File: src/hdl/lssp_pkg.sv
// ----------------------------------------------------------------------------
// LED strip status pattern package
// Shared constants and types of the status pattern generator.
// ----------------------------------------------------------------------------
package lssp_pkg;

    localparam int PIXEL_COUNT = 8;
    localparam int PIX_N = (PIXEL_COUNT < 1) ? 1 : ((PIXEL_COUNT > 64) ? 64 : PIXEL_COUNT);

    typedef enum logic [2:0] {
        MODE_OFF     = 3'd0,
        MODE_BLUE    = 3'd1,
        MODE_RED     = 3'd2,
        MODE_GREEN   = 3'd3,
        MODE_AMBER   = 3'd4,
        MODE_RAINBOW = 3'd5,
        MODE_MINT    = 3'd6,
        MODE_NONE    = 3'd7
    } t_mode;

    localparam logic [1:0] REG_MODE   = 2'd0;
    localparam logic [1:0] REG_PERIOD = 2'd1;
    localparam logic [1:0] REG_FLOOR  = 2'd2;

    typedef enum logic [2:0] {
        ST_IDLE,
        ST_BLINK,
        ST_CALC,
        ST_MUL,
        ST_OUT
    } t_state;

    typedef struct packed {
        logic       start;
        logic [7:0] a;
        logic [7:0] b;
        logic [7:0] add;
        logic       round;
    } t_mul_req;

endpackage

File: src/hdl/lssp_mul.sv
// ----------------------------------------------------------------------------
// LED strip multiply-divide unit
// Bit-serial (a*b + add + round*127) / 255 on 8-bit operands.
// ----------------------------------------------------------------------------
module lssp_mul (
    input  logic              i_clk,
    input  logic              i_rst_n,
    input  lssp_pkg::t_mul_req i_req,
    output logic              o_done,
    output logic [7:0]        o_q
);
    logic [16:0] r_acc, n_acc;
    logic [7:0]  r_b, n_b;
    logic [16:0] r_sh, n_sh;
    logic [4:0]  r_cnt, n_cnt;
    logic [7:0]  r_q, n_q;
    logic        r_busy, n_busy;
    logic [16:0] trial;

    // multiply one bit per cycle, then restoring divide
    always_comb begin
        n_acc = r_acc; n_b = r_b; n_sh = r_sh; n_cnt = r_cnt; n_q = r_q;
        n_busy = r_busy;
        trial = 17'd0;
        o_done = 1'b0;
        if (i_req.start) begin
            n_acc  = {9'd0, i_req.add} + (i_req.round ? 17'd127 : 17'd0);
            n_b    = i_req.b;
            n_sh   = {9'd0, i_req.a};
            n_cnt  = 5'd0;
            n_busy = 1'b1;
        end else if (r_busy) begin
            if (r_cnt < 5'd8) begin
                if (r_b[0]) n_acc = r_acc + r_sh;
                n_b  = {1'b0, r_b[7:1]};
                n_sh = {r_sh[15:0], 1'b0};
                n_cnt = r_cnt + 5'd1;
                if (r_cnt == 5'd7) begin
                    n_sh = {1'b0, 8'd255, 8'd0};
                    n_q  = 8'd0;
                end
            end else begin
                trial = r_acc - r_sh;
                n_q = {r_q[6:0], !trial[16] && (r_acc >= r_sh)};
                if (r_acc >= r_sh) n_acc = trial;
                n_sh = {1'b0, r_sh[16:1]};
                n_cnt = r_cnt + 5'd1;
                if (r_cnt == 5'd16) begin
                    n_busy = 1'b0;
                    o_done = 1'b1;
                end
            end
        end
    end

    assign o_q = n_q;

    always_ff @(posedge i_clk) begin
        if (!i_rst_n) begin
            r_busy <= 1'b0;
            r_cnt  <= 5'd0;
        end else begin
            r_busy <= n_busy;
            r_cnt  <= n_cnt;
        end
        r_acc <= n_acc;
        r_b   <= n_b;
        r_sh  <= n_sh;
        r_q   <= n_q;
    end
endmodule

File: src/hdl/led_strip_status_pattern.sv
// ----------------------------------------------------------------------------
// LED strip status pattern generator
// One frame tick in, one RGB result per strip pixel out.
// ----------------------------------------------------------------------------
// channel | direction | handshake               | payload
// cfg     | in        | i_cfg_valid/o_cfg_ready | i_cfg_index, i_cfg_data
// tick    | in        | i_valid/o_ready         | i_now_ticks
// pixel   | out       | o_valid/i_ready         | o_pixel_index, o_red, o_green, o_blue, o_last_pixel
// A tick is taken only in idle and is followed by the blink check state.
// A wave pixel takes passes, each an issue state and then the serial
// multiply-divide unit: 6 passes for rainbow and 9 passes for
// mint-purple, then the output load. Other modes emit one pixel a cycle
// while the output is not stalled. Reset restores the state, configuration,
// phase and valid registers. A stalled output holds the pixel and the generator waits.
// ----------------------------------------------------------------------------
module led_strip_status_pattern (
    input  logic        i_clk,
    input  logic        i_rst_n,
    input  logic        i_cfg_valid,
    output logic        o_cfg_ready,
    input  logic [1:0]  i_cfg_index,
    input  logic [15:0] i_cfg_data,
    input  logic        i_valid,
    output logic        o_ready,
    input  logic [31:0] i_now_ticks,
    output logic        o_valid,
    input  logic        i_ready,
    output logic [5:0]  o_pixel_index,
    output logic [7:0]  o_red,
    output logic [7:0]  o_green,
    output logic [7:0]  o_blue,
    output logic        o_last_pixel
);
    lssp_pkg::t_state r_st, n_st;
    lssp_pkg::t_mode  r_mode;
    logic [15:0] r_period;
    logic [7:0]  r_floor, r_phase;
    logic [31:0] r_last_t, r_now;
    logic        r_lit;
    logic [5:0]  r_pix;
    logic [3:0]  r_step, n_step;
    logic [7:0]  r_ts, r_mix, r_inten, r_r, r_g, r_b;
    logic [7:0]  r_ro, r_go, r_bo;
    logic [5:0]  r_po;
    logic        r_lo, r_ov;
    logic        wave;
    logic [7:0]  hue, wph, tri_in, tri_t;
    logic [7:0]  wp, rr, gg, bb;
    lssp_pkg::t_mul_req req;
    logic        done;
    logic [7:0]  q;
    logic        last;
    logic        load;

    lssp_mul u_mul (.i_clk(i_clk), .i_rst_n(i_rst_n), .i_req(req), .o_done(done), .o_q(q));

    assign o_cfg_ready = 1'b1;
    assign o_ready = (r_st == lssp_pkg::ST_IDLE);
    assign wave = (r_mode == lssp_pkg::MODE_RAINBOW) || (r_mode == lssp_pkg::MODE_MINT);
    assign hue = 8'(r_pix * 3) + r_phase;
    assign wph = 8'(r_pix * 5) - {r_phase[6:0], 1'b0};
    assign last = (r_pix == 6'(lssp_pkg::PIX_N - 1));
    assign tri_in = (r_step == 4'd0) ? wph : hue;
    assign tri_t = tri_in[7] ? (8'd255 - {tri_in[6:0], 1'b0}) : {tri_in[6:0], 1'b0};
    assign wp = 8'd255 - hue;
    assign load = (r_st == lssp_pkg::ST_OUT) && (!r_ov || i_ready);

    // wheel color, compare against segment bounds
    always_comb begin
        rr = 8'd0; gg = 8'd0; bb = 8'd0;
        if (wp < 8'd85) begin
            rr = 8'(255 - 3 * wp); bb = 8'(3 * wp);
        end else if (wp < 8'd170) begin
            gg = 8'(3 * (wp - 8'd85)); bb = 8'(255 - 3 * (wp - 8'd85));
        end else begin
            rr = 8'(3 * (wp - 8'd170)); gg = 8'(255 - 3 * (wp - 8'd170));
        end
    end

    // steps: 0 tri(wph) 1 lift 2 tri(hue) 3..5 mix r/g/b 6..8 scale r/g/b
    always_comb begin
        n_st = r_st;
        n_step = r_step;
        unique case (r_st)
            lssp_pkg::ST_IDLE: if (i_valid) n_st = lssp_pkg::ST_BLINK;
            lssp_pkg::ST_BLINK: begin
                n_st = wave ? lssp_pkg::ST_CALC : lssp_pkg::ST_OUT;
                n_step = 4'd0;
            end
            lssp_pkg::ST_CALC: n_st = lssp_pkg::ST_MUL;
            lssp_pkg::ST_MUL: if (done) begin
                n_st = lssp_pkg::ST_CALC;
                n_step = r_step + 4'd1;
                if (r_step == 4'd2 && r_mode == lssp_pkg::MODE_RAINBOW) n_step = 4'd6;
                if (r_step == 4'd8) n_st = lssp_pkg::ST_OUT;
            end
            lssp_pkg::ST_OUT: if (!r_ov || i_ready) begin
                n_step = 4'd0;
                n_st = last ? lssp_pkg::ST_IDLE : (wave ? lssp_pkg::ST_CALC : lssp_pkg::ST_OUT);
            end
            default: n_st = lssp_pkg::ST_IDLE;
        endcase
    end

    // mix terms: 70 - ceil(10*mix/255), 20 + 200*mix/255, 130 + 70*mix/255
    always_comb begin
        req = '0;
        if (r_st == lssp_pkg::ST_CALC) begin
            req.start = 1'b1;
            unique case (r_step)
                4'd0, 4'd2: begin req.a = tri_t; req.b = tri_t; end
                4'd1: begin req.a = r_ts; req.b = 8'd255 - r_floor; req.round = 1'b1; end
                4'd3: begin req.a = 8'd10; req.b = r_mix; req.add = 8'd254; end
                4'd4: begin req.a = 8'd200; req.b = r_mix; end
                4'd5: begin req.a = 8'd70; req.b = r_mix; end
                4'd6: begin req.a = r_r; req.b = r_inten; req.round = 1'b1; end
                4'd7: begin req.a = r_g; req.b = r_inten; req.round = 1'b1; end
                default: begin req.a = r_b; req.b = r_inten; req.round = 1'b1; end
            endcase
        end
    end

    always_ff @(posedge i_clk) begin
        if (!i_rst_n) begin
            r_st <= lssp_pkg::ST_IDLE;
            r_mode <= lssp_pkg::MODE_RAINBOW;
            r_period <= 16'd400;
            r_floor <= 8'd35;
            r_phase <= 8'd0;
            r_last_t <= 32'd0;
            r_lit <= 1'b0;
            r_ov <= 1'b0;
            r_step <= 4'd0;
            r_pix <= 6'd0;
        end else begin
            r_st <= n_st;
            r_step <= n_step;
            if (i_cfg_valid) begin
                unique case (i_cfg_index)
                    lssp_pkg::REG_MODE:   r_mode <= lssp_pkg::t_mode'(i_cfg_data[2:0]);
                    lssp_pkg::REG_PERIOD: r_period <= i_cfg_data;
                    lssp_pkg::REG_FLOOR:  r_floor <= i_cfg_data[7:0];
                    default: ;
                endcase
            end
            if (r_st == lssp_pkg::ST_IDLE && i_valid) begin
                r_now <= i_now_ticks;
                r_pix <= 6'd0;
            end
            if (r_st == lssp_pkg::ST_BLINK &&
                (r_mode == lssp_pkg::MODE_GREEN || r_mode == lssp_pkg::MODE_AMBER) &&
                (r_now - r_last_t) >= {16'd0, r_period}) begin
                r_last_t <= r_now;
                r_lit <= !r_lit;
            end
            if (r_st == lssp_pkg::ST_MUL && done) begin
                unique case (r_step)
                    4'd0: r_ts <= q;
                    4'd1: r_inten <= q + r_floor;
                    4'd2: begin
                        r_mix <= q;
                        if (r_mode == lssp_pkg::MODE_RAINBOW) begin
                            r_r <= rr; r_g <= gg; r_b <= bb;
                        end
                    end
                    4'd3: r_r <= 8'd70 - q;
                    4'd4: r_g <= 8'd20 + q;
                    4'd5: r_b <= 8'd130 + q;
                    4'd6: r_r <= q;
                    4'd7: r_g <= q;
                    4'd8: r_b <= q;
                    default: ;
                endcase
            end
            if (load) begin
                r_ov <= 1'b1;
                r_po <= r_pix;
                r_lo <= last;
                if (wave) begin
                    r_ro <= r_r; r_go <= r_g; r_bo <= r_b;
                end else begin
                    r_ro <= (r_mode == lssp_pkg::MODE_RED ||
                             (r_mode == lssp_pkg::MODE_AMBER && r_lit)) ? 8'd255 : 8'd0;
                    r_go <= (r_mode == lssp_pkg::MODE_GREEN && r_lit) ? 8'd255 :
                            ((r_mode == lssp_pkg::MODE_AMBER && r_lit) ? 8'd120 : 8'd0);
                    r_bo <= (r_mode == lssp_pkg::MODE_BLUE) ? 8'd255 : 8'd0;
                end
                r_pix <= r_pix + 6'd1;
                if (last && wave) r_phase <= r_phase + 8'd1;
            end else if (i_ready) begin
                r_ov <= 1'b0;
            end
        end
    end

    assign o_valid = r_ov;
    assign o_pixel_index = r_po;
    assign o_red = r_ro;
    assign o_green = r_go;
    assign o_blue = r_bo;
    assign o_last_pixel = r_lo;
endmodule
File: config.mk
export PLATFORM = sky130hd
export DESIGN_NAME = led_strip_status_pattern
export DESIGN_NICKNAME = d
export VERILOG_FILES = /design/src/hdl/lssp_pkg.sv /design/src/hdl/lssp_mul.sv /design/src/hdl/led_strip_status_pattern.sv
export SDC_FILE = /design/constraint.sdc
export NUM_CORES = 1
export LEC_CHECK = 0
export BUFFER_PORTS_ARGS = -buffer_cell sky130_fd_sc_hd__buf_2
export CORE_MARGIN = 10
export CORE_UTILIZATION = 45
export CTS_CLUSTER_DIAMETER = 50
export DETAILED_ROUTE_END_ITERATION = 10
export GPL_ROUTABILITY_DRIVEN = 1
export PLACE_DENSITY_LB_ADDON = 0.08
export SYNTH_ARGS = -nofsm -noshare
export SYNTH_HDL_FRONTEND = slang
export SYNTH_SLANG_ARGS = --single-unit
File: constraint.sdc
create_clock -name i_clk -period 10.7 [get_ports i_clk]
set_clock_uncertainty 0.15 [all_clocks]
set_input_delay 2.14 -clock i_clk [delete_from_list [all_inputs] [get_ports i_clk]]
set_output_delay 2.14 -clock i_clk [all_outputs]
set_load 0.02 [all_outputs]
==> run metrics, run 1 <==
Int Power 2247 uW; setup TNS 0 ns; R2R depth 20; P_leak 0.007926 uW; met1 WL between 20 and 25 mm; Post-synth top flop edfxtp_1; pin slew with the least headroom to its limit 1.029 ns; Syn-to-layout area delta 11.18%; DR vias approximately 15000; Post-Route WL 50.33 mm; Crit path arrival time 6.34 ns; met2 routed WL between 20 and 25 mm; Synth Area per Inst 8.935 sq um; Setup WS post-layout 4.508 ns; r2r startpoint r_pix[2]$_SDFFE_PN0P_; post_cts resized 0; Hold Path Class register to register; CP endpoint kind register; slew margin rel. 0.3125; pin count of the biggest net entering global routing 67; Synth warnings 0; GP Congestion 0.9342; drt first pass iters 5; Max-Cap Viols 0; clock sink count 249; Worst Path Buf+Inv 2; first-pass GRT wire length 78.96 mm; WL/cell 19.59 um; Worst R2R End r_r[7]$_DFFE_PP_; dpl hpwl approximately 37 mm; antenna violations before repair 1; final cycle utilization of the critical path 0.5787; final hold vios 0; run status finished clean; grt ovf 0; final setup fails 0; post-route ant nets 0; Synth cell types 85; commonest cells after routing, fill and taps aside nand2_1, a21oi_1, ha_1; Max Slew Vio Count 0; crit-path cells fa_1, ha_1, a21o_1, a21oi_1, xnor2_1, clkinv_1, ha_1, nor2b_1, nor2_1, xnor2_1, ha_1, ha_1, inv_1, o21bai_1, a21oi_1, xor3_1, mux2_2, a211oi_1, nand2_1, a211o_1; Combinational Power Share 0.283; setup bufs post-CTS 0; Post-Syn Area approximately 18000 sq um; Reg power frac 0.358; maximum VDD drop between 0.1 and 0.15 mV; hold path cells 2; initial drt markers between 1000 and 1500; Setup crit start kind register; FP Rows between 70 and 80; top cell family by delay on the critical path adder cells; cts bufs inserted 36; CTS max path bufs 3; Slowest cell on crit path xnor2_1; sequential fraction of the synthesis area 0.3612; Via density 5.869; Mapped Cells 1991; Sw Share 0.3299; Hold Startpoint r_period[6]$_SDFFE_PN0P_; initial core utilization 0.4582; hold-fix buffers at CTS 0; Crit path required time roughly 11 ns; CP Class register to register; gr usage total 0.2042; clock power share 0.359; CP peak stage delay between 0.6 and 0.7 ns; commonest non-fill, non-tap cell in the layout nand2_1; htree depth 2; Post-route DRC 0; number of global-route vias before repair 14271; syn nets 2227; R2R Setup Slk 4.51 ns; crit-path max FO 9; die area roughly 48000 sq um; Top Metal Used met4; Die Y 218.8 um; IO Pins 89; Min-Delay Endpoint r_period[6]$_SDFFE_PN0P_; number of synthesized flops with an enable pin 144; CP dominant cell by count ha_1; synthesized flop and latch total 249; Die Wd between 200 and 250 um; FMAX 161.5 MHz; RSZ-0062 raised after global routing false; asr flop ratio synth 0; worst skew pair latency 0.56 ns; CTS clk-pin slew, worst paths 0.05 ns; cell area power density around 170 nW/um^2; final net count about 2300; pre-CTS setup slack 4.548 ns; Root Driver clkbuf_16; met3 WL 2.962 mm; Psw roughly 1100 uW; minimum clock period slightly above 6 ns; layout cells sized above 1 0.08829; core box area between 30000 and 40000 sq um; IO Port Bufs 87; CTS tree done
==> tightest hold or removal path: stages (launching register included) <==
cell and delay (ns):
dfxtp_1 0.31, nand2_1 0.05, a21boi_0 0.06
==> registers in the layout (all words and copies together), names as in the netlist, 16 cells and up <==
name and count:
r_last_t 32, r_period 16, r_now 32, u_mul.r_sh 17, u_mul.r_acc 17
==> area by class of cell <==
type | instances | area (sq um)
Multi-Input combinational cell | 1476 | 10350
Inverter | 159 | 596.8
Antenna cell | 1 | 2.502
Timing Repair Buffer | 101 | 543.0
Clock buffer | 50 | 1057
Tap cell | 518 | 648.1
Sequential cell | 249 | 6426
Fill cell | 3693 | 19050
Clock inverter | 15 | 150.1
==> cells by family after synthesis <==
family,count (synthesis),share of synthesized area
xor gates and xnor gates,107,0.05352
AOI/OAI and AO/OA,604,0.2273
muxes,24,0.01371
DFF,249,0.3612
other,1,0.0002108
buffers and inverters,266,0.05788
and+or+nand+nor,558,0.1511
adders and majority gates,182,0.1350
==> cell usage after synthesis (17+ instances only) <==
| library cell | count | area, sq um |
|---|---|---|
| nand4_1 | 17 | 106.4 |
| fa_1 | 17 | 340.3 |
| a211oi_1 | 17 | 127.6 |
| ha_1 | 164 | 2052 |
| a21oi_1 | 167 | 835.8 |
| or3_1 | 18 | 112.6 |
| inv_1 | 158 | 593.1 |
| a2bb2oi_1 | 32 | 280.3 |
| mux2i_1 | 21 | 210.2 |
| nor2_1 | 129 | 484.2 |
| xnor2_1 | 77 | 674.4 |
| and3_1 | 44 | 275.3 |
| nor3_1 | 32 | 160.2 |
| o311ai_1 | 33 | 289.0 |
| xor2_1 | 29 | 254.0 |
| a21boi_0 | 18 | 135.1 |
| nand2b_1 | 24 | 150.1 |
| dfxtp_1 | 105 | 2102 |
| nand2_1 | 177 | 664.4 |
| edfxtp_1 | 144 | 4324 |
| a221oi_1 | 30 | 262.8 |
| clkbuf_1 | 99 | 371.6 |
| nand3_1 | 32 | 160.2 |
| a21o_1 | 29 | 217.7 |
| nor2b_1 | 28 | 175.2 |
| and2_1 | 23 | 143.9 |
| o21ai_0 | 120 | 600.6 |
==> worst max path at each step <==
stage	startpoint	endpoint	depth (start not counted)
finish	r_pix[2]$_SDFFE_PN0P_	r_r[7]$_DFFE_PP_	20
global route	r_pix[2]$_SDFFE_PN0P_	r_r[7]$_DFFE_PP_	21
CTS	r_pix[2]$_SDFFE_PN0P_	r_r[7]$_DFFE_PP_	20
detailed placement	r_pix[2]$_SDFFE_PN0P_	r_r[7]$_DFFE_PP_	20
global placement	r_pix[2]$_SDFFE_PN0P_	r_r[7]$_DFFE_PP_	20
floorplan	r_pix[2]$_SDFFE_PN0P_	r_r[7]$_DFFE_PP_	21
==> per-layer routing <==
layer  GRT usage  vias up
met5           0        -
met4     0.06849        0
met3     0.03453       94
met2      0.3184      455
met1      0.2815     7214
li1            -     7314
==> power groups by stage <==
stage / Clock (uW) / Sequential, uW / Combinational (uW)
floorplan: 0 / 1190 / 725
global placement: 0 / 1210 / 927
detailed placement: 0 / 1220 / 939
CTS: 1230 / 1200 / 945
global route: 1270 / 1210 / 1060
finish: 1200 / 1200 / 950
==> through the flow <==
stage	std cells	hold slack, ns	total power, uW	area [sq um]	util
after floorplan	1991	0.2935	1913	17790	-
after global placement	2503	0.3059	2142	18570	0.4782
after detailed placement	2503	0.3137	2157	18570	0.4782
after CTS	2568	0.3218	3375	19780	0.5093
after global routing	2569	0.3466	3539	19780	0.5094
final	2569	0.3155	3353	19780	0.5094
Power figures use the tool's default switching activity.
==> run 2: changes to the inputs <==
- clock period: 10.7 -> 6.24 ns (I/O delays scaled with it)
==> run 2 against run 1 <==
Combinational power rose by 73%. Critical path type unchanged. Global-route usage is essentially flat. Largest power group unchanged. First-iteration DRC count fell by 8.5%.
==> run metrics, run 2 (same netlist as run 1, synthesis figures left out) <==
minimum clock period 5.718 ns (was 6.192 ns); final net count 2269 (was 2259); placed cell count 2513 (was 2503); Slowest cell on crit path xnor2_1 (unchanged); CTS clk-pin slew, worst paths 0.06 ns (was 0.05 ns); Hold Startpoint r_period[5]$_SDFFE_PN0P_ (was r_period[6]$_SDFFE_PN0P_); Syn-to-layout area delta 11.52% (was 11.18%); Worst Setup SP r_pix[1]$_SDFFE_PN0P_ (was r_pix[2]$_SDFFE_PN0P_); Psw 1902 uW (was 1106 uW); die area 47880 sq um (unchanged); biggest regs r_last_t: 32 flops, r_now: 32 flops (unchanged); DR vias 15052 (was 15077); Via density 5.836 (was 5.869); GP Congestion 0.9296 (was 0.9342); worst skew pair latency 0.55 ns (was 0.56 ns); slew margin rel. 0.2094 (was 0.3125); hold-fix buffers at CTS 0 (unchanged); CP Class register to register (unchanged); maximum VDD drop 0.2159 mV (was 0.1316 mV); dpl hpwl 37.12 mm (was 37.35 mm); Die Y 218.8 um (unchanged); initial drt markers 1101 (was 1203); cell area power density 288.9 nW/um^2 (was 169.5 nW/um^2); fillers 3617 (was 3693); setup bufs post-CTS 0 (unchanged); grt ovf 0 (unchanged); first-pass GRT wire length 79.38 mm (was 78.96 mm); final hold slack 0.3170 ns (was 0.3155 ns); Max-Cap Viols 0 (unchanged); Reg area 6426 sq um (unchanged); Crit path required time 6.39 ns (was 10.85 ns); final cycle utilization of the critical path 0.9163 (was 0.5787); Hold Path Class register to register (unchanged); CTS max path bufs 3 (unchanged); clock power share 0.356 (was 0.359); Multi-input gate area 10350 sq um (unchanged); core box area 38830 sq um (unchanged); Worst Path Buf+Inv 0 (was 2); gr usage total 0.2044 (was 0.2042); CTS tree done (unchanged); Post-Layout Cell Count 2579 (was 2569); final setup fails 0 (unchanged); clock sink count 249 (unchanged); Max Slew Vio Count 0 (unchanged); run status finished clean (unchanged); crit-path cells fa_1, ha_1, fa_1, xnor2_1, ha_1, a21oi_1, xnor2_1, ha_1, ha_1, a21oi_1, o21bai_1, a21oi_1, xor3_1, xnor2_1, and3_1, a211oi_1, nand2_1, a211o_1 (was fa_1, ha_1, a21o_1, a21oi_1, xnor2_1, clkinv_1, ha_1, nor2b_1, nor2_1, xnor2_1, ha_1, ha_1, inv_1, o21bai_1, a21oi_1, xor3_1, mux2_2, a211oi_1, nand2_1, a211o_1); Combinational Power Share 0.286 (was 0.283); FMAX 174.9 MHz (was 161.5 MHz); Root Driver clkbuf_16 (unchanged); htree depth 2 (unchanged); CP peak stage delay 0.55 ns (was 0.63 ns); Setup crit start kind register (unchanged); number of antenna diodes 0 (was 1); Int Power 3830 uW (was 2247 uW); Post-Route WL 50.07 mm (was 50.33 mm); Die Wd 218.8 um (unchanged); Sw Share 0.3318 (was 0.3299); IO Port Bufs 87 (unchanged); top cell family by delay on the critical path adder cells (unchanged); commonest cells after routing, fill and taps aside nand2_1, a21oi_1, ha_1 (unchanged); WL/cell 19.41 um (was 19.59 um); initial core utilization 0.4582 (unchanged); Reg power frac 0.358 (about the same); post-route ant nets 0 (unchanged); Post-route DRC 0 (unchanged); antenna violations before repair 0 (was 1); FP Rows 72 (unchanged); drt first pass iters 5 (unchanged); setup TNS 0 ns (unchanged); Crit path arrival time 5.86 ns (was 6.34 ns); final hold vios 0 (unchanged); CP dominant cell by count ha_1 (unchanged); cts bufs inserted 36 (unchanged); CP endpoint kind register (unchanged); commonest non-fill, non-tap cell in the layout nand2_1 (unchanged); r2r startpoint r_pix[1]$_SDFFE_PN0P_ (was r_pix[2]$_SDFFE_PN0P_); Design Power 5732 uW (was 3353 uW); post_cts resized 0 (unchanged); number of global-route vias before repair 14401 (was 14271); P_leak 0.007994 uW (was 0.007926 uW); crit-path max FO 8 (was 9); IO Pins 89 (unchanged); pin count of the biggest net entering global routing 67 (unchanged); pin slew with the least headroom to its limit 1.186 ns (was 1.029 ns); layout cells sized above 1 0.09316 (was 0.08829); RSZ-0062 raised after global routing false (unchanged)
-- run 2: path summary, 6_finish.rpt --
kind	endpoint	slack, ns	depth (start not counted)
worst max-delay path	r_r[7]$_DFFE_PP_	0.52	18
worst min register to register	r_period[5]$_SDFFE_PN0P_	0.32	2
worst max register to register	r_r[7]$_DFFE_PP_	0.52	18
worst min-delay path	r_period[5]$_SDFFE_PN0P_	0.32	2
-- run 2: layout make-up --
type,count,share of cell area
multi-input cells,1476,0.5219
clock buffers,48,0.05140
well taps,518,0.03267
repair buffers,111,0.03116
inverters,159,0.03008
clock inverters,18,0.008893
flip-flops and latches,249,0.3239
-- run 2: routing by layer --
metal | track usage | vias up | part of all wire
li1 | - | 7339 | -
met1 | 0.2825 | 7239 | 0.47
met2 | 0.3210 | 394 | 0.45
met3 | 0.03205 | 80 | 0.056
met4 | 0.06550 | 0 | 0.023
met5 | 0 | - | 0
-- run 2: power by group through the flow --
stage / Sequential, uW / Combinational, uW / Clock, uW
after global placement: 2080 / 1590 / 0
after floorplan: 2040 / 1240 / 0
after CTS: 2050 / 1630 / 2080
after detailed placement: 2090 / 1620 / 0
after global routing: 2080 / 1840 / 2150
final: 2050 / 1640 / 2040
-- run 2: per-stage QoR --
step | util | setup slack (ns) | instance area (sq um)
global placement | 0.4802 | 0.6770 | 18640
detailed placement | 0.4802 | 0.5152 | 18640
CTS | 0.5110 | 0.4972 | 19840
global route | 0.5110 | 0.1935 | 19840
finish | 0.5110 | 0.5224 | 19840
floorplan | - | 0.8455 | 17790
-- run 2: tightest hold or removal path, stage by stage (launching register included) --
cell and delay [ns]:
dfxtp_1 0.31, nand2_1 0.05, a21boi_0 0.06
==> run 3: changes to the inputs <==
- SYNTH_HIERARCHICAL: unset -> 1
==> run 3 against run 2 <==
Synthesized cell count rose by 3.0%. Setup slack got worse by 0.11 ns. Highest routed layer unchanged. Clock power rose by 2%. Wire length rose by 2.9%. First-iteration DRC count rose by 17%. Combinational power fell by 40%. Worst hold slack got worse by 0.0055 ns. Core utilization fell by 0.19 points. Design area rose by 2.7%. Sequential share of layout area fell by 0.84 points.
==> run metrics, run 3 <==
CP endpoint kind register (unchanged); commonest non-fill, non-tap cell in the layout nand2_1 (unchanged); Syn-to-layout area delta 10.89% (was 11.52%); cell taking the most area after synthesis edfxtp_1 (unchanged); FP Rows 73 (was 72); commonest cells after routing, fill and taps aside nand2_1, a21oi_1, ha_1 (unchanged); setup TNS 0 ns (unchanged); hold-fix buffers at CTS 0 (unchanged); final hold vios 0 (unchanged); Max-Cap Viols 0 (unchanged); CTS tree done (unchanged); cts bufs inserted 38 (was 36); core box area 40010 sq um (was 38830 sq um); sequential fraction of the synthesis area 0.3499 (was 0.3612); pin count of the biggest net entering global routing 67 (unchanged); Post-synth top flop edfxtp_1 (unchanged); Post-Syn Area 18370 sq um (was 17790 sq um); initial drt markers 1284 (was 1101); asr flop ratio synth 0 (unchanged); Hold Path Class register to register (unchanged); Multi-input gate area 10810 sq um (was 10350 sq um); GP Congestion 0.9402 (was 0.9296); share of the synthesized area in the top cell type 0.2354 (was 0.2431); Synth cell types 102 (was 85); final net count 2337 (was 2269); R2R depth 18 (unchanged); number of antenna diodes 0 (unchanged); design area 20370 sq um (was 19840 sq um); RSZ-0062 raised after global routing false (unchanged); Crit path depth 18 (unchanged); Die Wd 222.0 um (was 218.8 um); run status finished clean (unchanged); Via density 5.834 (was 5.836); leading cell types by count after synthesis nand2_1, a21oi_1, ha_1 (unchanged); first-pass GRT wire length 82.46 mm (was 79.38 mm); CTS clk-pin slew, worst paths 0.06 ns (about the same); post_cts resized 0 (unchanged); Worst Path Buf+Inv 0 (unchanged); dpl hpwl 38.35 mm (was 37.12 mm); final setup fails 0 (unchanged); Post-Route WL 51.53 mm (was 50.07 mm); drt first pass iters 6 (was 5); Post-route DRC 0 (unchanged); CTS max path bufs 3 (unchanged); initial core utilization 0.4591 (was 0.4582); Setup crit start kind register (unchanged); Synth warnings 6 (was 0); Crit path required time 6.39 ns (about the same); Synth Area per Inst 8.955 sq um (was 8.935 sq um); final cycle utilization of the critical path 0.9343 (was 0.9163); syn nets 2288 (was 2227); Slowest cell on crit path dfxtp_1 (was xnor2_1); setup bufs post-CTS 0 (unchanged); Root Driver clkbuf_16 (unchanged); pin slew with the least headroom to its limit 1.069 ns (was 1.186 ns); worst skew pair latency 0.55 ns (about the same); Crit path arrival time 5.98 ns (was 5.86 ns); cell area power density 244.8 nW/um^2 (was 288.9 nW/um^2); antenna violations before repair 0 (unchanged); minimum clock period 5.830 ns (was 5.718 ns); number of global-route vias before repair 15119 (was 14401); Die Y 222.0 um (was 218.8 um); post-route ant nets 0 (unchanged); maximum VDD drop 0.2226 mV (was 0.2159 mV); top cell family by delay on the critical path adder cells (unchanged); dpl cell area 19120 sq um (was 18640 sq um); die area 49300 sq um (was 47880 sq um); crit-path max FO 10 (was 8); Mapped Cells 2051 (was 1991); biggest regs r_last_t: 32 flops, r_now: 32 flops (unchanged); top cells by area, synth edfxtp_1, dfxtp_1, ha_1 (unchanged); CP dominant cell by count xnor2_1 (was ha_1); crit-path cells fa_1, ha_1, fa_1, a21o_1, a21oi_1, xnor2_1, o21ai_0, xnor2_1, ha_1, ha_1, nor2b_1, a221oi_1, o311ai_0, xnor2_1, xnor2_1, xnor2_1, a21oi_1, a211o_1 (was fa_1, ha_1, fa_1, xnor2_1, ha_1, a21oi_1, xnor2_1, ha_1, ha_1, a21oi_1, o21bai_1, a21oi_1, xor3_1, xnor2_1, and3_1, a211oi_1, nand2_1, a211o_1); Max Slew Vio Count 0 (unchanged); CP peak stage delay 0.55 ns (about the same); htree depth 2 (unchanged); number of synthesized flops with an enable pin 144 (unchanged); CP Class register to register (unchanged); IO Pins 89 (unchanged); P_leak 0.008064 uW (was 0.007994 uW); DR vias 15483 (was 15052); Reg area 6426 sq um (unchanged); gr usage total 0.2021 (was 0.2044); hold path cells 2 (unchanged); FMAX 171.5 MHz (was 174.9 MHz); WL/cell 19.41 um (about the same); slew margin rel. 0.2731 (was 0.2094); synthesized flop and latch total 249 (unchanged); most common cell in the netlist nand2_1 (unchanged); layout cells sized above 1 0.1155 (was 0.09316); IO Port Bufs 87 (unchanged); fillers 3779 (was 3617); grt ovf 0 (unchanged); clock sink count 249 (unchanged)
## run 3: changes by cell type in the layout (fill, tap and decap cells not counted), sizes merged, moves of 8 or more
cell,previous run,this run
nand2,177,192
and2,25,15
o21ai,122,150
a22oi,12,25
a221oi,30,10
a21oi,167,178
nor3,32,40
or3,18,10
## run 3: area by class of cell
| cell class | instances | share of cell area |
|---|---|---|
| multi-input cells | 1536 | 0.5307 |
| clock buffers | 49 | 0.05277 |
| repair buffers | 111 | 0.03023 |
| clock inverters | 20 | 0.008232 |
| inverters | 164 | 0.03023 |
| well taps | 525 | 0.03225 |
| flip-flops and latches | 249 | 0.3155 |
## run 3: power breakdown
part	internal, uW	switching [uW]
Sequential	1840	67.3
Combinational	372	619
Clock	1270	816
Total	3480	1500
## run 3: cells by family (layout without fill, tap and decap cells)
kind of cell / Yosys count / count (layout) / share of synthesized area
AO/OA/AOI/OAI: 642 / 642 / 0.2332
AND/OR/NAND/NOR: 574 / 574 / 0.1527
XOR/XNOR: 104 / 104 / 0.05041
adder cells (fa/ha/maj): 182 / 182 / 0.1313
flip-flops: 249 / 249 / 0.3499
multiplexers: 32 / 32 / 0.01812
other: 2 / 2 / 0.0004089
buffers and inverters: 266 / 344 / 0.06397
## run 3: metal layers
metal,vias up,wire (um),GRT usage
met2,419,23090,0.3184
met1,7391,24340,0.2774
li1,7601,-,-
met3,72,2940,0.03256
met4,0,1159,0.06101
met5,-,0,0
## run 3: path summary, 6_finish.rpt
| kind | startpoint | end | slack, ns |
|---|---|---|---|
| worst max-delay path | r_pix[1]$_SDFFE_PN0P_ | r_g[7]$_DFFE_PP_ | 0.41 |
| worst max register to register | r_pix[1]$_SDFFE_PN0P_ | r_g[7]$_DFFE_PP_ | 0.41 |
| worst min register to register | r_period[2]$_SDFFE_PN0P_ | r_period[2]$_SDFFE_PN0P_ | 0.31 |
| worst min-delay path | r_period[2]$_SDFFE_PN0P_ | r_period[2]$_SDFFE_PN0P_ | 0.31 |
## run 3: worst register-to-register path: cells and delay by family (launching register included)
family | cells | cell delay (ns)
adders and majority gates | 5 | 1.76
AOI/OAI and AO/OA | 7 | 1.62
xor gates and xnor gates | 5 | 1.35
DFF | 1 | 0.55
and+or+nand+nor | 1 | 0.16
## run 3: stage by stage
stage          worst slack (ns)  power, uW  hold WS (ns)  instances  utilization
2_1_floorplan            0.9784       2672        0.2863       2051            -
3_3_place_gp             0.5387       2902        0.2936       2585       0.4780
3_5_place_dp             0.4607       2918        0.3022       2585       0.4780
4_1_cts                  0.4261       5027        0.3117       2654       0.5091
5_1_grt                0.001488       5233        0.3345       2654       0.5091
6_report                 0.4100       4986        0.3116       2654       0.5091
